### config.mk
export PLATFORM = sky130hd
export DESIGN_NAME = hsfp_sequencer
export DESIGN_NICKNAME = d
export VERILOG_FILES = /design/src/sv/hsfp_pkg.sv /design/src/sv/hsfp_sequencer.sv
export SDC_FILE = /design/constraint.sdc
export NUM_CORES = 1
export LEC_CHECK = 0
export BUFFER_PORTS_ARGS = -buffer_cell sky130_fd_sc_hd__buf_2
export CAP_MARGIN = 20
export CORE_ASPECT_RATIO = 1.1
export CORE_MARGIN = 3
export CORE_UTILIZATION = 45
export DETAILED_ROUTE_END_ITERATION = 10
export GPL_TIMING_DRIVEN = 0
export PLACE_DENSITY = 0.74
export SYNTH_ARGS = -nofsm -noshare
export SYNTH_HDL_FRONTEND = slang
export SYNTH_SLANG_ARGS = --single-unit
### constraint.sdc
create_clock -name i_clk -period 25.9 [get_ports i_clk]
set_clock_uncertainty 0.15 [all_clocks]
set_input_delay 2.59 -clock i_clk [delete_from_list [all_inputs] [get_ports i_clk]]
set_output_delay 2.59 -clock i_clk [all_outputs]
set_load 0.03 [all_outputs]
### src/sv/hsfp_pkg.sv
// ----------------------------------------------------------------------------
// hsfp_pkg
// Shared types and constants of the five-point heat stencil: item structs,
// register width and reset value, and the codes that tag in-flight work.
// ----------------------------------------------------------------------------
package hsfp_pkg;

    // Sizes fixed by the item and register formats
    localparam int VAL_W         = 24;
    localparam int SUM_W         = VAL_W + 3;
    localparam int CFG_W         = 11;
    localparam int MAX_COLUMNS_D = 1024;
    localparam int MIN_COLUMNS   = 3;
    localparam logic [CFG_W-1:0] COLUMNS_RST = CFG_W'(64);

    // Item modes
    localparam logic MODE_PUSH  = 1'b0;
    localparam logic MODE_DRAIN = 1'b1;

    // Kind of work carried into the compute stage
    localparam logic [1:0] KIND_NONE  = 2'd0;
    localparam logic [1:0] KIND_PUSH  = 2'd1;
    localparam logic [1:0] KIND_DRAIN = 2'd2;

    typedef struct packed {
        logic             mode;
        logic [VAL_W-1:0] sample;
    } t_in_item;

    typedef struct packed {
        logic [VAL_W-1:0] cell_value;
        logic             frame_end;
    } t_out_item;

    // Decisions made at accept time for the compute stage
    typedef struct packed {
        logic [1:0] kind;
        logic       emit;        // item yields a result
        logic       use_centre;  // pass the centre cell through
        logic       last;        // last drained cell of the frame
    } t_s1_ctrl;

endpackage

### src/sv/hsfp_sequencer.sv
// ----------------------------------------------------------------------------
// hsfp_sequencer
// Accept-stage control: column and row tracking, drain bookkeeping, line
// store read address, and the stage register that feeds the compute stage.
// ----------------------------------------------------------------------------
module hsfp_sequencer
    import hsfp_pkg::*;
#(
    parameter int MAX_COLUMNS = MAX_COLUMNS_D,
    parameter int ADDR_W      = $clog2(MAX_COLUMNS)
) (
    input  logic              i_clk,
    input  logic              i_rst_n,
    input  logic              i_cfg_we,
    input  logic [CFG_W-1:0]  i_cfg_data,
    input  logic              i_accept,
    input  t_in_item          i_item,
    input  logic              i_s1_fire,
    output logic [ADDR_W-1:0] o_rd_addr,
    output logic              o_s1_valid,
    output t_s1_ctrl          o_s1_ctrl,
    output logic [ADDR_W-1:0] o_s1_addr,
    output logic [VAL_W-1:0]  o_s1_sample
);

    localparam int CW = $clog2(MAX_COLUMNS + 1);
    localparam int DW = $clog2(MAX_COLUMNS + 2);
    localparam int WW = (CW > CFG_W) ? CW : CFG_W;

    logic [CFG_W-1:0]  r_cols;
    logic [ADDR_W-1:0] r_col;
    logic [1:0]        r_rows;
    logic [DW-1:0]     r_drain;
    logic              r_s1_valid;
    t_s1_ctrl          r_s1_ctrl;
    logic [ADDR_W-1:0] r_s1_addr;
    logic [VAL_W-1:0]  r_s1_sample;

    logic [ADDR_W-1:0] n_col;
    logic [1:0]        n_rows;
    logic [DW-1:0]     n_drain;
    t_s1_ctrl          n_ctrl;

    logic [WW-1:0]     cfg_ext;
    logic [WW-1:0]     w_full;
    logic [CW-1:0]     w;
    logic [ADDR_W-1:0] c;
    logic [DW-1:0]     pending;
    logic [DW-1:0]     dl_cur;
    logic [DW-1:0]     dl_next;
    logic [DW-1:0]     k;
    logic [DW:0]       idx_sum;
    logic [DW:0]       idx_wrap;
    logic [CW-1:0]     c_inc;

    // Clamp the column count to the supported range
    always_comb begin
        cfg_ext = WW'(r_cols);
        if (cfg_ext < WW'(MIN_COLUMNS)) begin
            w_full = WW'(MIN_COLUMNS);
        end else if (cfg_ext > WW'(MAX_COLUMNS)) begin
            w_full = WW'(MAX_COLUMNS);
        end else begin
            w_full = cfg_ext;
        end
        w = CW'(w_full);
    end

    // Current column, wrapped if the count shrank
    assign c     = (CW'(r_col) >= w) ? '0 : r_col;
    assign c_inc = CW'(c) + CW'(1);

    // Drain bookkeeping
    always_comb begin
        if (r_rows == 2'd0) begin
            pending = DW'(c);
        end else if ((r_rows == 2'd1) && (c == '0)) begin
            pending = DW'(w);
        end else begin
            pending = DW'(w) + DW'(1);
        end
        dl_cur   = (r_drain == '0) ? pending : r_drain;
        dl_next  = dl_cur - DW'(1);
        k        = DW'(w) + DW'(1) - dl_cur;
        idx_sum  = (DW+1)'(c) + (DW+1)'(k) - (DW+1)'(1);
        idx_wrap = (idx_sum >= (DW+1)'(w)) ? (idx_sum - (DW+1)'(w)) : idx_sum;
    end

    // Next state and stage decisions for one accepted item
    always_comb begin
        n_col   = r_col;
        n_rows  = r_rows;
        n_drain = r_drain;
        n_ctrl  = '{kind: KIND_NONE, emit: 1'b0, use_centre: 1'b0, last: 1'b0};
        if (i_item.mode == MODE_DRAIN) begin
            if (!((r_drain == '0) && (pending == '0))) begin
                n_drain           = dl_next;
                n_ctrl.kind       = KIND_DRAIN;
                n_ctrl.emit       = 1'b1;
                n_ctrl.use_centre = (k == '0);
                n_ctrl.last       = (dl_next == '0);
                if (dl_next == '0) begin
                    n_col  = '0;
                    n_rows = 2'd0;
                end
            end
        end else if (r_drain == '0) begin
            n_ctrl.kind       = KIND_PUSH;
            n_ctrl.emit       = ((c != '0) && (r_rows != 2'd0)) ||
                                ((c == '0) && (r_rows == 2'd2));
            n_ctrl.use_centre = (r_rows == 2'd1) || (c == ADDR_W'(1)) || (c == '0);
            if (c_inc == w) begin
                n_col = '0;
                if (r_rows != 2'd2) begin
                    n_rows = r_rows + 2'd1;
                end
            end else begin
                n_col = ADDR_W'(c_inc);
            end
        end
    end

    // Read the drained cell, or the column being pushed
    assign o_rd_addr = (i_item.mode == MODE_DRAIN) ? ADDR_W'(idx_wrap) : c;

    // Frame state; a register write starts a new frame
    always_ff @(posedge i_clk) begin
        if (!i_rst_n) begin
            r_cols  <= COLUMNS_RST;
            r_col   <= '0;
            r_rows  <= 2'd0;
            r_drain <= '0;
        end else if (i_cfg_we) begin
            r_cols  <= i_cfg_data;
            r_col   <= '0;
            r_rows  <= 2'd0;
            r_drain <= '0;
        end else if (i_accept) begin
            r_col   <= n_col;
            r_rows  <= n_rows;
            r_drain <= n_drain;
        end
    end

    // Stage register toward the compute stage
    always_ff @(posedge i_clk) begin
        if (!i_rst_n) begin
            r_s1_valid <= 1'b0;
        end else if (i_accept) begin
            r_s1_valid <= 1'b1;
        end else if (i_s1_fire) begin
            r_s1_valid <= 1'b0;
        end
    end

    always_ff @(posedge i_clk) begin
        if (i_accept) begin
            r_s1_ctrl   <= n_ctrl;
            r_s1_addr   <= c;
            r_s1_sample <= i_item.sample;
        end
    end

    assign o_s1_valid  = r_s1_valid;
    assign o_s1_ctrl   = r_s1_ctrl;
    assign o_s1_addr   = r_s1_addr;
    assign o_s1_sample = r_s1_sample;

endmodule

==> flow_metrics.env <==
export IMPL_yosysSeqAreaShare=0.288
export IMPL_reg2reg_from="cfg_ext[8]"
export IMPL_crit_end="o_rd_addr[0]"
export IMPL_drive_above_1_share=0.183
export IMPL_finalMaxSlewViolations=0
export IMPL_numCtsBuffers=9
export IMPL_antenna_cells=0
export IMPL_timing_rr_end="o_s1_ctrl[1]"
export IMPL_leakagePower_nw=3.17
export IMPL_clkSlewWorstSetupHoldPaths_ns=0.06
export IMPL_synth_edf_count=39
export IMPL_syn_instance_count=752
export IMPL_cts_tree="built"
export IMPL_finalSetupTns_ns=0
export IMPL_antenna_found_initial=0
export IMPL_die_h_um=132
export IMPL_syn_nets=855
export IMPL_wirelength_mm=18.0
export IMPL_cp_end_kind="output pin"
export IMPL_drc=0
export IMPL_status="finished clean"
export IMPL_dpl_worst_slack_ns=12.28
export IMPL_setup_viol=0
export IMPL_fin_crit_ns=14.22
export IMPL_cts_repair_resized=0
export IMPL_wire_per_inst_um=17.2
export IMPL_timing_hold_ws_ns=0.330
export IMPL_start_util=0.466
export IMPL_critPathLaunch="cfg_ext[8]"
export IMPL_placed_cells=1030
export IMPL_max_freq_mhz=70.3
export IMPL_ff2ff_path_depth=33
export IMPL_slew_headroom=0.413
export IMPL_fp_row_count=45
export IMPL_clk_latency_ns=0.35
export IMPL_combPwrFrac=0.610
export IMPL_cts_root_buf="clkbuf_16"
export IMPL_nNetsFinal=956
export IMPL_hold_class="flip-flop to flip-flop"
export IMPL_synth_area_leaders="edfxtp_1, ha_1, dfxtp_1"
export IMPL_dp_hpwl_mm=14.3
export IMPL_hold_viol=0
export IMPL_internal_power_mw=0.357
export IMPL_gp_routability_congestion=1.00
export IMPL_avgViaCountPerCell=5.67
export IMPL_seqPwrFrac=0.210
export IMPL_max_vdd_ir_drop_v=0.0000468
export IMPL_swShare=0.441
export IMPL_cts_setup_buffers=0
export IMPL_maxCapViolCount=0
export IMPL_cts_path_max_buffers=2
export IMPL_drt_initial_drc_count=570
export IMPL_synth_top_area_cell="edfxtp_1"
export IMPL_critical_path_required_ns=23.16
export IMPL_overflow=0
export IMPL_p_clk_frac=0.180
export IMPL_grt_pass1_vias=5556
export IMPL_core_um2=14000
export IMPL_layout_setup_ws_ns=11.68
export IMPL_fillers=1379
export IMPL_ys_warn_count=0
export IMPL_htree_levels=3
export IMPL_worst_slew_pin_slew_ns=0.881
export IMPL_period_share=0.549
export IMPL_final_cell_mix="buf_2, nor2_1, inv_1"
export IMPL_design_portCount=91
export IMPL_p_switching_mw=0.282
export IMPL_synth_avg_cell_area_um2=8.65
export IMPL_ys_ff_latch=74
export IMPL_layout_commonest_cell="buf_2"
export IMPL_gr_usage_all_layers=0.228
export IMPL_critical_path_slowest_cell="a21oi_1"
export IMPL_yosysTopAreaCellShare=0.180
export IMPL_cts_hold_buf=0
export IMPL_synthesis_area_um2=6500
export IMPL_port_buffers=90
export IMPL_vias=5928
export IMPL_grt_max_degree=43
export IMPL_rsz0062_at_grt="false"
export IMPL_ys_flop_type="edfxtp_1"
export IMPL_cts_sinks=74
export IMPL_synthArstFlopShare=0
export IMPL_critPathKind="flip-flop to output pin"
export IMPL_startpoint_type="flip-flop"
export IMPL_yosysUniqueCellTypes=89
export IMPL_r2r_slack_ns=17.48
export IMPL_critPathMaxFanout=10
export IMPL_first_pass_iters=5
export IMPL_arrival_ns=11.48
export IMPL_fp_dieArea_um2=15900
export IMPL_p_per_area_nw_per_um2=85.7
export IMPL_area_delta_synth_final_pct=14.7
export IMPL_ant_nets=0
export IMPL_fp_dieW_um=121
export IMPL_grt_first_pass_wirelength_mm=28.8
export IMPL_critPathMaxStageDelay_ns=0.69
export IMPL_crit_top_cell="inv_1"
export IMPL_final_cells=1046
worst max-delay path: cells and delay by family, from the launching register on:
family                   cells  cell delay (ns)
adder cells (fa/ha/maj)      7             1.96
AO/OA/AOI/OAI               13             3.40
AND/OR/NAND/NOR             12             2.35
XOR/XNOR                     3             0.56
buffers and inverters       12             1.99
flip-flops                   1             0.29
multiplexers                 2             0.55
layer usage:
layer  global-route usage  wire length, um  vias up
met3               0.0485             1610       59
met2                0.363             8030      295
met4                0.118              844        0
met1                0.289             7530     2702
li1                     -                -     2872
met5                    0                0        -
synthesized netlist by cell type (all sizes together), types with 3 or more instances:
| master | instances |
|---|---|
| o21a | 5 |
| mux2i | 41 |
| ha | 59 |
| and2 | 16 |
| nor2b | 20 |
| a21boi | 6 |
| nand2 | 50 |
| and3 | 7 |
| o31a | 3 |
| xnor2 | 39 |
| inv | 71 |
| buf | 18 |
| nand3 | 19 |
| fa | 3 |
| o21ai | 20 |
| nand4 | 10 |
| a31oi | 6 |
| a211oi | 10 |
| or2 | 10 |
| nor2 | 73 |
| nand2b | 10 |
| edfxtp | 39 |
| dfxtp | 35 |
| nor4 | 13 |
| a21o | 10 |
| a21oi | 43 |
| o211ai | 4 |
| or4 | 4 |
| nor3 | 12 |
| a41oi | 4 |
| o22ai | 4 |
| nand3b | 3 |
| clkbuf | 16 |
| xor2 | 19 |
| o21bai | 6 |
| or3 | 5 |
registers in the layout (all words and copies together) (netlist names):
register / cells
r_rows: 2
r_col: 10
o_s1_addr: 10
o_s1_sample: 24
r_drain: 11
o_s1_valid: 1
o_s1_ctrl: 5
cfg_ext: 11
cells by family after synthesis:
family	after synthesis	share of synthesized area
mux	43	0.0666
simple gates	262	0.217
xor+xnor	58	0.0781
flops	74	0.288
buf+inv	106	0.0677
compound gates	147	0.160
fa+ha+maj	62	0.123
final cells by class:
type | instances | area [um2] | share of cell area
Buffer | 34 | 170 | 0.0228
Clock buffer | 10 | 229 | 0.0307
Clock inverter | 6 | 42.5 | 0.00570
Inverter | 72 | 270 | 0.0362
Multi-Input combinational cell | 572 | 4190 | 0.562
Sequential cell | 74 | 1870 | 0.251
Tap cell | 188 | 235 | 0.0315
Timing Repair Buffer | 90 | 450 | 0.0604
worst min-delay path by stage:
stage	start	end	slack, ns	depth (start not counted)
6_report	o_s1_valid	o_s1_valid	0.33	2
5_1_grt	o_s1_valid	o_s1_valid	0.37	2
3_5_place_dp	o_s1_valid	o_s1_valid	0.33	2
3_3_place_gp	o_s1_valid	o_s1_valid	0.32	2
4_1_cts	o_s1_valid	o_s1_valid	0.34	2
2_1_floorplan	r_rows[0]	r_rows[0]	0.31	2
stage by stage:
step            util  instance area, um2  total power [mW]
5_1_grt        0.534                7460             0.688
3_5_place_dp   0.515                7190             0.521
3_3_place_gp   0.515                7190             0.516
4_1_cts        0.534                7460             0.640
6_report       0.534                7460             0.639
2_1_floorplan      -                6500             0.443
power groups by stage:
stage                     Clock, mW  Sequential [mW]  Combinational [mW]
after floorplan                   0            0.146               0.296
after global placement            0            0.137               0.379
after detailed placement          0            0.137               0.385
after CTS                     0.118            0.134               0.387
after global routing          0.123            0.135               0.430
final                         0.115            0.134               0.390
No activity file was read; power rests on OpenSTA's default activity.
