File: config.mk
export PLATFORM = sky130hd
export DESIGN_NAME = hsfp_window
export DESIGN_NICKNAME = d
export VERILOG_FILES = /design/src/sv/hsfp_pkg.sv /design/src/sv/hsfp_window.sv
export SDC_FILE = /design/constraint.sdc
export NUM_CORES = 1
export LEC_CHECK = 0
export BUFFER_PORTS_ARGS = -buffer_cell sky130_fd_sc_hd__buf_2
export CAP_MARGIN = 20
export CELL_PAD_IN_SITES_DETAIL_PLACEMENT = 1
export CELL_PAD_IN_SITES_GLOBAL_PLACEMENT = 1
export CORE_ASPECT_RATIO = 1.4
export CORE_MARGIN = 5
export CORE_UTILIZATION = 47
export CTS_BUF_LIST = sky130_fd_sc_hd__clkbuf_8
export CTS_CLUSTER_DIAMETER = 50
export CTS_CLUSTER_SIZE = 14
export DETAILED_ROUTE_END_ITERATION = 10
export HOLD_SLACK_MARGIN = 0.12
export PLACE_DENSITY = 0.87
export SYNTH_ARGS = -nofsm -noshare
export SYNTH_HDL_FRONTEND = slang
export SYNTH_SLANG_ARGS = --single-unit
File: constraint.sdc
create_clock -name i_clk -period 12 [get_ports i_clk]
set_input_delay 3 -clock i_clk [delete_from_list [all_inputs] [get_ports i_clk]]
set_output_delay 3 -clock i_clk [all_outputs]
set_load 0.05 [all_outputs]
File: src/sv/hsfp_pkg.sv
// ----------------------------------------------------------------------------
// hsfp_pkg
// Shared types and constants of the five-point heat stencil: item structs,
// register width and reset value, and the codes that tag in-flight work.
// ----------------------------------------------------------------------------
package hsfp_pkg;

    // Sizes fixed by the item and register formats
    localparam int VAL_W         = 24;
    localparam int SUM_W         = VAL_W + 3;
    localparam int CFG_W         = 11;
    localparam int MAX_COLUMNS_D = 1024;
    localparam int MIN_COLUMNS   = 3;
    localparam logic [CFG_W-1:0] COLUMNS_RST = CFG_W'(64);

    // Item modes
    localparam logic MODE_PUSH  = 1'b0;
    localparam logic MODE_DRAIN = 1'b1;

    // Kind of work carried into the compute stage
    localparam logic [1:0] KIND_NONE  = 2'd0;
    localparam logic [1:0] KIND_PUSH  = 2'd1;
    localparam logic [1:0] KIND_DRAIN = 2'd2;

    typedef struct packed {
        logic             mode;
        logic [VAL_W-1:0] sample;
    } t_in_item;

    typedef struct packed {
        logic [VAL_W-1:0] cell_value;
        logic             frame_end;
    } t_out_item;

    // Decisions made at accept time for the compute stage
    typedef struct packed {
        logic [1:0] kind;
        logic       emit;        // item yields a result
        logic       use_centre;  // pass the centre cell through
        logic       last;        // last drained cell of the frame
    } t_s1_ctrl;

endpackage

File: src/sv/hsfp_window.sv
// ----------------------------------------------------------------------------
// hsfp_window
// Compute stage: stencil window registers, the five-point sum, line store
// write-back, and the output register toward the result channel.
// ----------------------------------------------------------------------------
module hsfp_window
    import hsfp_pkg::*;
(
    input  logic             i_clk,
    input  logic             i_rst_n,
    input  logic             i_clear,
    input  logic             i_s1_valid,
    input  t_s1_ctrl         i_s1_ctrl,
    input  logic [VAL_W-1:0] i_s1_sample,
    input  logic [VAL_W-1:0] i_top,
    input  logic [VAL_W-1:0] i_mid,
    input  logic             i_out_stall,
    output logic             o_s1_fire,
    output logic             o_store_we,
    output logic [VAL_W-1:0] o_upper_wd,
    output logic [VAL_W-1:0] o_middle_wd,
    output logic             o_out_valid,
    output t_out_item        o_out_item
);

    logic [VAL_W-1:0] r_north;
    logic [VAL_W-1:0] r_centre;
    logic [VAL_W-1:0] r_west;
    logic [VAL_W-1:0] r_south;
    logic             r_out_valid;
    t_out_item        r_out_item;

    logic             out_free;
    logic             push_fire;
    logic [SUM_W-1:0] sum;
    logic [VAL_W-1:0] value;

    assign out_free   = !r_out_valid || !i_out_stall;
    assign o_s1_fire  = i_s1_valid && out_free;
    assign push_fire  = o_s1_fire && (i_s1_ctrl.kind == KIND_PUSH);

    // Five-point sum, centre weighted twice
    assign sum = SUM_W'(r_north) + SUM_W'(r_south) + (SUM_W'(r_centre) << 1)
               + SUM_W'(i_mid) + SUM_W'(r_west);

    // Select the result: passthrough, drained cell, or weighted sum over eight
    always_comb begin
        if (i_s1_ctrl.use_centre) begin
            value = r_centre;
        end else if (i_s1_ctrl.kind == KIND_DRAIN) begin
            value = i_mid;
        end else begin
            value = sum[SUM_W-1:3];
        end
    end

    // Write back: middle row moves up, new sample enters the middle row
    assign o_store_we  = push_fire;
    assign o_upper_wd  = i_mid;
    assign o_middle_wd = i_s1_sample;

    // Advance the window on a push; clear it at frame start and last drain
    always_ff @(posedge i_clk) begin
        if (!i_rst_n || i_clear) begin
            r_north  <= '0;
            r_centre <= '0;
            r_west   <= '0;
            r_south  <= '0;
        end else if (push_fire) begin
            r_west   <= r_centre;
            r_centre <= i_mid;
            r_north  <= i_top;
            r_south  <= i_s1_sample;
        end else if (o_s1_fire && (i_s1_ctrl.kind == KIND_DRAIN) && i_s1_ctrl.last) begin
            r_north  <= '0;
            r_centre <= '0;
            r_west   <= '0;
            r_south  <= '0;
        end
    end

    // Output register; hold while the result side stalls
    always_ff @(posedge i_clk) begin
        if (!i_rst_n) begin
            r_out_valid <= 1'b0;
        end else if (o_s1_fire && i_s1_ctrl.emit) begin
            r_out_valid <= 1'b1;
        end else if (!i_out_stall) begin
            r_out_valid <= 1'b0;
        end
    end

    always_ff @(posedge i_clk) begin
        if (o_s1_fire && i_s1_ctrl.emit) begin
            r_out_item.cell_value <= value;
            r_out_item.frame_end  <= (i_s1_ctrl.kind == KIND_DRAIN) && i_s1_ctrl.last;
        end
    end

    assign o_out_valid = r_out_valid;
    assign o_out_item  = r_out_item;

endmodule
==> key figures, run 1 <==
Synthesis
  – Synth top cells by count: inv_1, nor2_1, dfxtp_1
  – Yosys warns: 0
  – Yosys reg bits: 122
  – Ys flop type: dfxtp_1
  – Gate Count Post-Synth: approximately 1000
  – Ys async rst share: 0%
  – Syn_nets: about 1200
  – Synth top area cells: dfxtp_1, fa_1, inv_1, edfxtp_1, a22oi_1
  – Cell Area, Synth: around 8400 um2
  – Post-synthesis sequential area ratio: 32.0%
  – Synth cell types: 52
  – Mean Syn Cell Area: 8.57 um2
  – Top cell type by total area after synthesis: dfxtp_1
  – Number of synthesized flops with an enable pin: 25
  – Count leader, synth: inv_1
  – Share of the synthesized area in the top cell type: between 20 and 25%

Finish
  – Final cell count without fillers: about 1300
  – Ant. Diodes: 0
  – Final nets: 1244
  – Area growth, synth to finish: 12.1%
  – Design Area, Final: roughly 9400 um2
  – Core Util, Final: 53.1%
  – Layout cells sized above 1: between 10% and 20%

Clock tree
  – CTS tree: done
  – Resize count post-CTS: 0
  – Root Driver: clkbuf_8
  – Clk buf depth: 2
  – Post-CTS setup buffer count: 0
  – Worst-Skew Late Latency: 0.46 ns
  – H-Tree Depth: 4
  – Clock sinks: ~120
  – Clock transition at path regs: 0.06 ns
  – CTS buffer count: 17
  – Post-CTS Hold Fix Bufs: 0

Timing
  – Pins Over Slew Limit: 0
  – Fin crit share: approximately 63%
  – Setup Skew: ~0.015 ns
  – Setup TNS: 0 ns
  – Crit path time final: 7.58 ns
  – Slew HR: 24.1%
  – RSZ-0062 raised after global routing: no
  – Worst slew pin tran: around 1.1 ns
  – Fmax: roughly 0.13 GHz
  – Final hold vios: 0
  – # setup viols final: 0
  – Worst Hold Slack: approximately 0.50 ns
  – Setup WS post-layout: 4.42 ns

Run
  – Max-Cap Viols: 0

Die
  – DIE AREA: 20700 um2
  – Initial Utilization: about 47%
  – Die width: ~120 um
  – FP Rows: 58
  – Boundary pin count: 158
  – Core ar.: between 15000 and 20000 um2
  – Die H: 168 um

Setup path
  – Worst EP arrival: between 4 and 5 ns
  – CP endpoint kind: output port
  – Crit path max fanout: 42
  – Required @ worst endpoint: approximately 9.0 ns
  – WS Path Type: primary input to output port
  – Launching element type of the critical path: primary input

GRT
  – Number of global-route vias before repair: between 7000 and 8000
  – Initial antenna violation count: 0
  – Largest net degree at the start of global routing: 97
  – First-pass GRT wire length: ~38000 um
  – Remaining global-route overflow: 0
  – Overall Global Routing Usage: 23.6%

Detailed routing
  – Routed WL: about 24000 um
  – 1st-pass router iterations: 5
  – Detailed-route via count: 7083
  – Routed len/inst: approximately 18 um
  – Drt drc: 0
  – Initial DRC count: around 420
  – Vias per inst: 5.37
  – Final ANT Viol Nets: 0

Power and ir drop
  – Leak pwr: between 4 and 5 nW
  – Power density cells: about 110 nW/um2
  – Tot Pwr: just over 1 mW
  – Max VDD drop: between 0.05 and 0.06 mV

Placed design
  – Placement Cell Area: roughly 9000 um2
  – Post-place setup slack: around 4.4 ns
  – Placed Instances: 1285
  – IO buf count: ~160
  – HPWL after DPL: 17200 um
  – Gpl congestion: around 0.83

Min path
  – Hold crit path type: flip-flop to flip-flop

Status
  – Status: complete, no violations
==> registers in the layout, indices dropped and copies added (netlist names) <==
register / flops
o_out_item: 25
r_centre: 24
r_north: 24
r_south: 24
r_west: 24
o_out_valid: 1
==> area by class of cell <==
class                           instances  area, um2
Clock inverter                         14        155
Clock buffer                           18        248
Sequential cell                       122       2690
Inverter                              228        856
Multi-Input combinational cell        532       4330
Timing Repair Buffer                  164        851
Tap cell                              240        300
Fill cell                            2175       8350
==> cell usage in the layout (no fill, tap or decap), types with 3 or more instances in the layout <==
| cell | count |
|---|---|
| nand3_1 | 7 |
| xnor2_1 | 9 |
| buf_2 | 157 |
| nand4_1 | 4 |
| dfxtp_1 | 97 |
| o31ai_1 | 4 |
| o21ai_0 | 13 |
| bufinv_16 | 3 |
| fa_1 | 71 |
| and3_1 | 4 |
| o311ai_0 | 3 |
| edfxtp_1 | 25 |
| a21oi_1 | 35 |
| inv_1 | 230 |
| o21bai_1 | 3 |
| a22oi_1 | 96 |
| ha_1 | 26 |
| nor3_1 | 17 |
| nand2_1 | 27 |
| mux2i_1 | 4 |
| a221o_1 | 3 |
| a21o_1 | 11 |
| clkinv_2 | 4 |
| xor2_1 | 4 |
| buf_4 | 6 |
| a211oi_1 | 12 |
| and2_1 | 9 |
| a221oi_1 | 6 |
| o211ai_1 | 4 |
| a31oi_1 | 6 |
| nor2_1 | 125 |
| clkbuf_8 | 18 |
==> routing by layer <==
layer	vias up	wire length, um	GRT usage (%)
met5	-	0	0
met4	0	836	10.1
met3	68	841	3.93
met2	199	13400	44.8
met1	3522	8870	25.1
li1	3294	-	-
==> worst paths after layout <==
| path | cells after the start | slack, ns | endpoint | startpoint |
|---|---|---|---|---|
| max | 4 | 4.42 | o_store_we | i_out_stall |
| min | 2 | 0.50 | r_south[23] | r_south[23] |
| max reg2reg | 15 | 7.41 | o_out_item[18] | r_centre[2] |
| min reg2reg | 2 | 0.50 | r_south[23] | r_south[23] |
==> where the power goes <==
group          internal (mW)  switching (mW)  total (mW)  leakage [nW]
Combinational         0.0649           0.154       0.219          3.04
Clock                  0.208           0.180       0.388         0.215
Sequential             0.428         0.00412       0.432          1.02
Total                  0.701           0.338        1.04          4.28
==> kinds of logic after synthesis <==
logic type / after synthesis / synth area share, %
fa+ha+maj: 97 / 20.8
buf+inv: 327 / 16.8
compound gates: 209 / 17.6
mux: 6 / 0.744
xor+xnor: 13 / 1.35
simple gates: 207 / 10.7
flops: 122 / 32.0
==> critical path, cell delays in order <==
cell,delay (ns)
buf_2,0.10
a21boi_0,0.50
and2_4,0.59
buf_2,0.36
Power figures use the tool's default switching activity.
==> inputs of run 2 (changes only) <==
Settings changed: CORE_UTILIZATION 47 to 39, PLACE_DENSITY 0.87 to 0.77.
Clock period 12 ns to 6.6 ns, I/O delays scaled along.
==> run 2 against run 1 <==
Net effect: count of clock-buffer cells in the layout is 1 higher; routed wire length is 3.5% lower; critical path type is now primary input to flip-flop; non-clock buffer count is 1 higher; worst setup slack worse by 3.3 ns; via count is 3.0% lower; hold slack worse by 0.0016 ns; final cell count is 1.6% higher; first-iteration DRC count is 17% lower; clock power is 84% higher.
==> key figures, run 2 (synthesized netlist as in run 1, its figures left out) <==
Status
  – Status: complete, no violations

Detailed routing
  – Drt drc: 0 (unchanged)
  – 1st-pass router iterations: 4 (-1)
  – Routed WL: 23100 um (-3.5%)
  – Vias per inst: 5.13 (-4.5%)
  – Detailed-route via count: 6871 (-3.0%)
  – Final ANT Viol Nets: 0 (unchanged)
  – Initial DRC count: 346 (-17%)
  – Routed len/inst: 17.2 um (-5.0%)

Timing
  – Setup TNS: 0 ns (unchanged)
  – Worst slew pin tran: 1.07 ns (-0.0738 ns)
  – Pins Over Slew Limit: 0 (unchanged)
  – # setup viols final: 0 (unchanged)
  – Slew HR: 29.0% (+4.9 points)
  – Fin crit share: roughly 83%
  – Crit path time final: 5.50 ns
  – Setup Skew: 0.0130 ns (-0.00198 ns)
  – Final hold vios: 0 (unchanged)
  – Fmax: roughly 0.18 GHz
  – RSZ-0062 raised after global routing: no

Power and ir drop
  – Tot Pwr: 1.89 mW (+82%)
  – Leak pwr: 4.27 nW (-0.23%)
  – Power density cells: 200 nW/um2 (+82%)
  – Max VDD drop: 0.115 mV (+110%)

Clock tree
  – CTS tree: done
  – Resize count post-CTS: 0 (unchanged)
  – Post-CTS Hold Fix Bufs: 0 (unchanged)
  – H-Tree Depth: 4 (unchanged)
  – Root Driver: clkbuf_8
  – Worst-Skew Late Latency: 0.46 ns (about the same)
  – Clock sinks: 122 (unchanged)
  – CTS buffer count: 17 (unchanged)
  – Clk buf depth: 2 (unchanged)
  – Clock transition at path regs: 0.08 ns (+0.02 ns)
  – Post-CTS setup buffer count: 0 (unchanged)

Die
  – Die H: 184 um (+9.2%)
  – Die width: 134 um (+9.0%)
  – FP Rows: 63 (+8.6%)
  – Core ar.: 21200 um2 (+19%)
  – Boundary pin count: 158 (unchanged)
  – Initial Utilization: 39.7% (-7.6 points)
  – DIE AREA: 24600 um2 (+19%)

Placed design
  – IO buf count: 157 (unchanged)
  – Gpl congestion: 0.862 (+4.4%)
  – Placed Instances: 1307 (+1.7%)
  – HPWL after DPL: 17300 um (+0.63%)
  – Placement Cell Area: 9060 um2 (+0.58%)

Finish
  – Area growth, synth to finish: 12.6%
  – Max reg flops: 25 (unchanged)
  – Commonest cells after routing, fill and taps aside: inv_1, buf_2, nor2_1
  – Final cell count without fillers: 1339 (+1.6%)
  – Layout cells sized above 1: 19.0% (+0.17 points)
  – Final nets: 1245 (+0.080%)
  – Ant. Diodes: 0 (unchanged)
  – Commonest non-fill, non-tap cell in the layout: inv_1
  – Design Area, Final: 9480 um2 (+0.45%)
  – Core Util, Final: 44.7% (-8.4 points)

Setup path
  – Buf/Inv on CP: 4 (+2)
  – Required @ worst endpoint: 6.82 ns (-2.18 ns)
  – Worst path cell trace: buf_2 -> inv_1 -> fa_1 -> inv_1 -> fa_1 -> inv_1 -> fa_1 -> nor2_1 -> fa_1 -> a21o_1 -> a22oi_2 -> a211oi_1 -> o31ai_2 -> a21oi_1 -> or4b_1 -> and3_1
  – Reg-to-reg startpoint: r_centre[1]
  – Crit path max fanout: 4 (-90%)
  – CP endpoint kind: flip-flop
  – Worst EP arrival: 5.72 ns (+1.14 ns)
  – WS Path Type: primary input to flip-flop
  – CP max stage delay: 0.55 ns (-0.04 ns)
  – CP dominant cell by count: fa_1
  – Launching element type of the critical path: primary input
  – Reg2reg setup slack: 2.06 ns (-5.35 ns)
  – R2R cell count: 15 (unchanged)
  – CP delay by family, top: adder cells
  – Slowest CP cell: fa_1
  – R2R Path End: o_out_item[16]

Min path
  – Hold wc startpoint: r_north[2]
  – Hold path endpoint: r_north[2]
  – Hold crit path type: flip-flop to flip-flop
  – WHS Path Cells: 2 (unchanged)

Run
  – Max-Cap Viols: 0 (unchanged)

GRT
  – First-pass GRT wire length: 37900 um (-0.85%)
  – Number of global-route vias before repair: 7569 (-2.5%)
  – Initial antenna violation count: 1 (+1)
  – Remaining global-route overflow: 0 (unchanged)
  – Largest net degree at the start of global routing: 75 (-23%)
  – Overall Global Routing Usage: 19.4% (-4.2 points)
## run 2: changes by cell type in the layout (fill, tap and decap cells not counted)
cell / before / now
clkinvlp_4: 1 / 5
clkinv_4: 2 / 0
inv_4: 2 / 0
buf_4: 6 / 7
clkbuf_8: 18 / 19
inv_1: 230 / 229
## run 2: area by class of cell
class	count	area, um2
clock buffer	19	262
clock inverter	13	151
fill	2567	11700
inverter	228	856
multi-input combinational	532	4330
sequential	122	2690
tap	260	325
timing repair buffer	165	858
## run 2: power by group
group	internal [mW]	switching, mW
sequential	0.778	0.00784
clock	0.388	0.326
combinational	0.118	0.276
total	1.28	0.609
## run 2: through the flow
stage	hold WS, ns	worst slack [ns]
4_1_cts	0.508	1.13
6_report	0.502	1.10
3_3_place_gp	0.479	0.727
2_1_floorplan	0.457	0.945
3_5_place_dp	0.487	0.632
5_1_grt	0.537	0.887
## run 2: worst register-to-register path: cells and delay by family (launching register included)
family	cells	cell delay [ns]
adder cells (fa/ha/maj)	4	1.95
AO/OA/AOI/OAI	5	1.02
AND/OR/NAND/NOR	3	0.75
flip-flops	1	0.39
buffers and inverters	3	0.18
## run 2: worst max path at each step
stage	endpoint	slack (ns)	depth (start not counted)	start
floorplan	o_store_we	0.94	4	i_s1_valid
global placement	o_out_item[16]	0.73	16	i_mid[2]
detailed placement	o_out_item[16]	0.63	16	i_mid[3]
CTS	o_out_item[16]	1.13	16	i_mid[2]
global route	o_out_item[22]	0.89	16	i_mid[4]
finish	o_out_item[16]	1.10	16	i_mid[2]
## run 2: per-layer routing
metal	wire, um	GRT usage, %	vias to the layer above
met1	9270	21.9	3408
met2	12400	35.9	132
met5	13	0	-
met3	887	4.16	32
li1	-	-	3297
met4	488	6.97	2
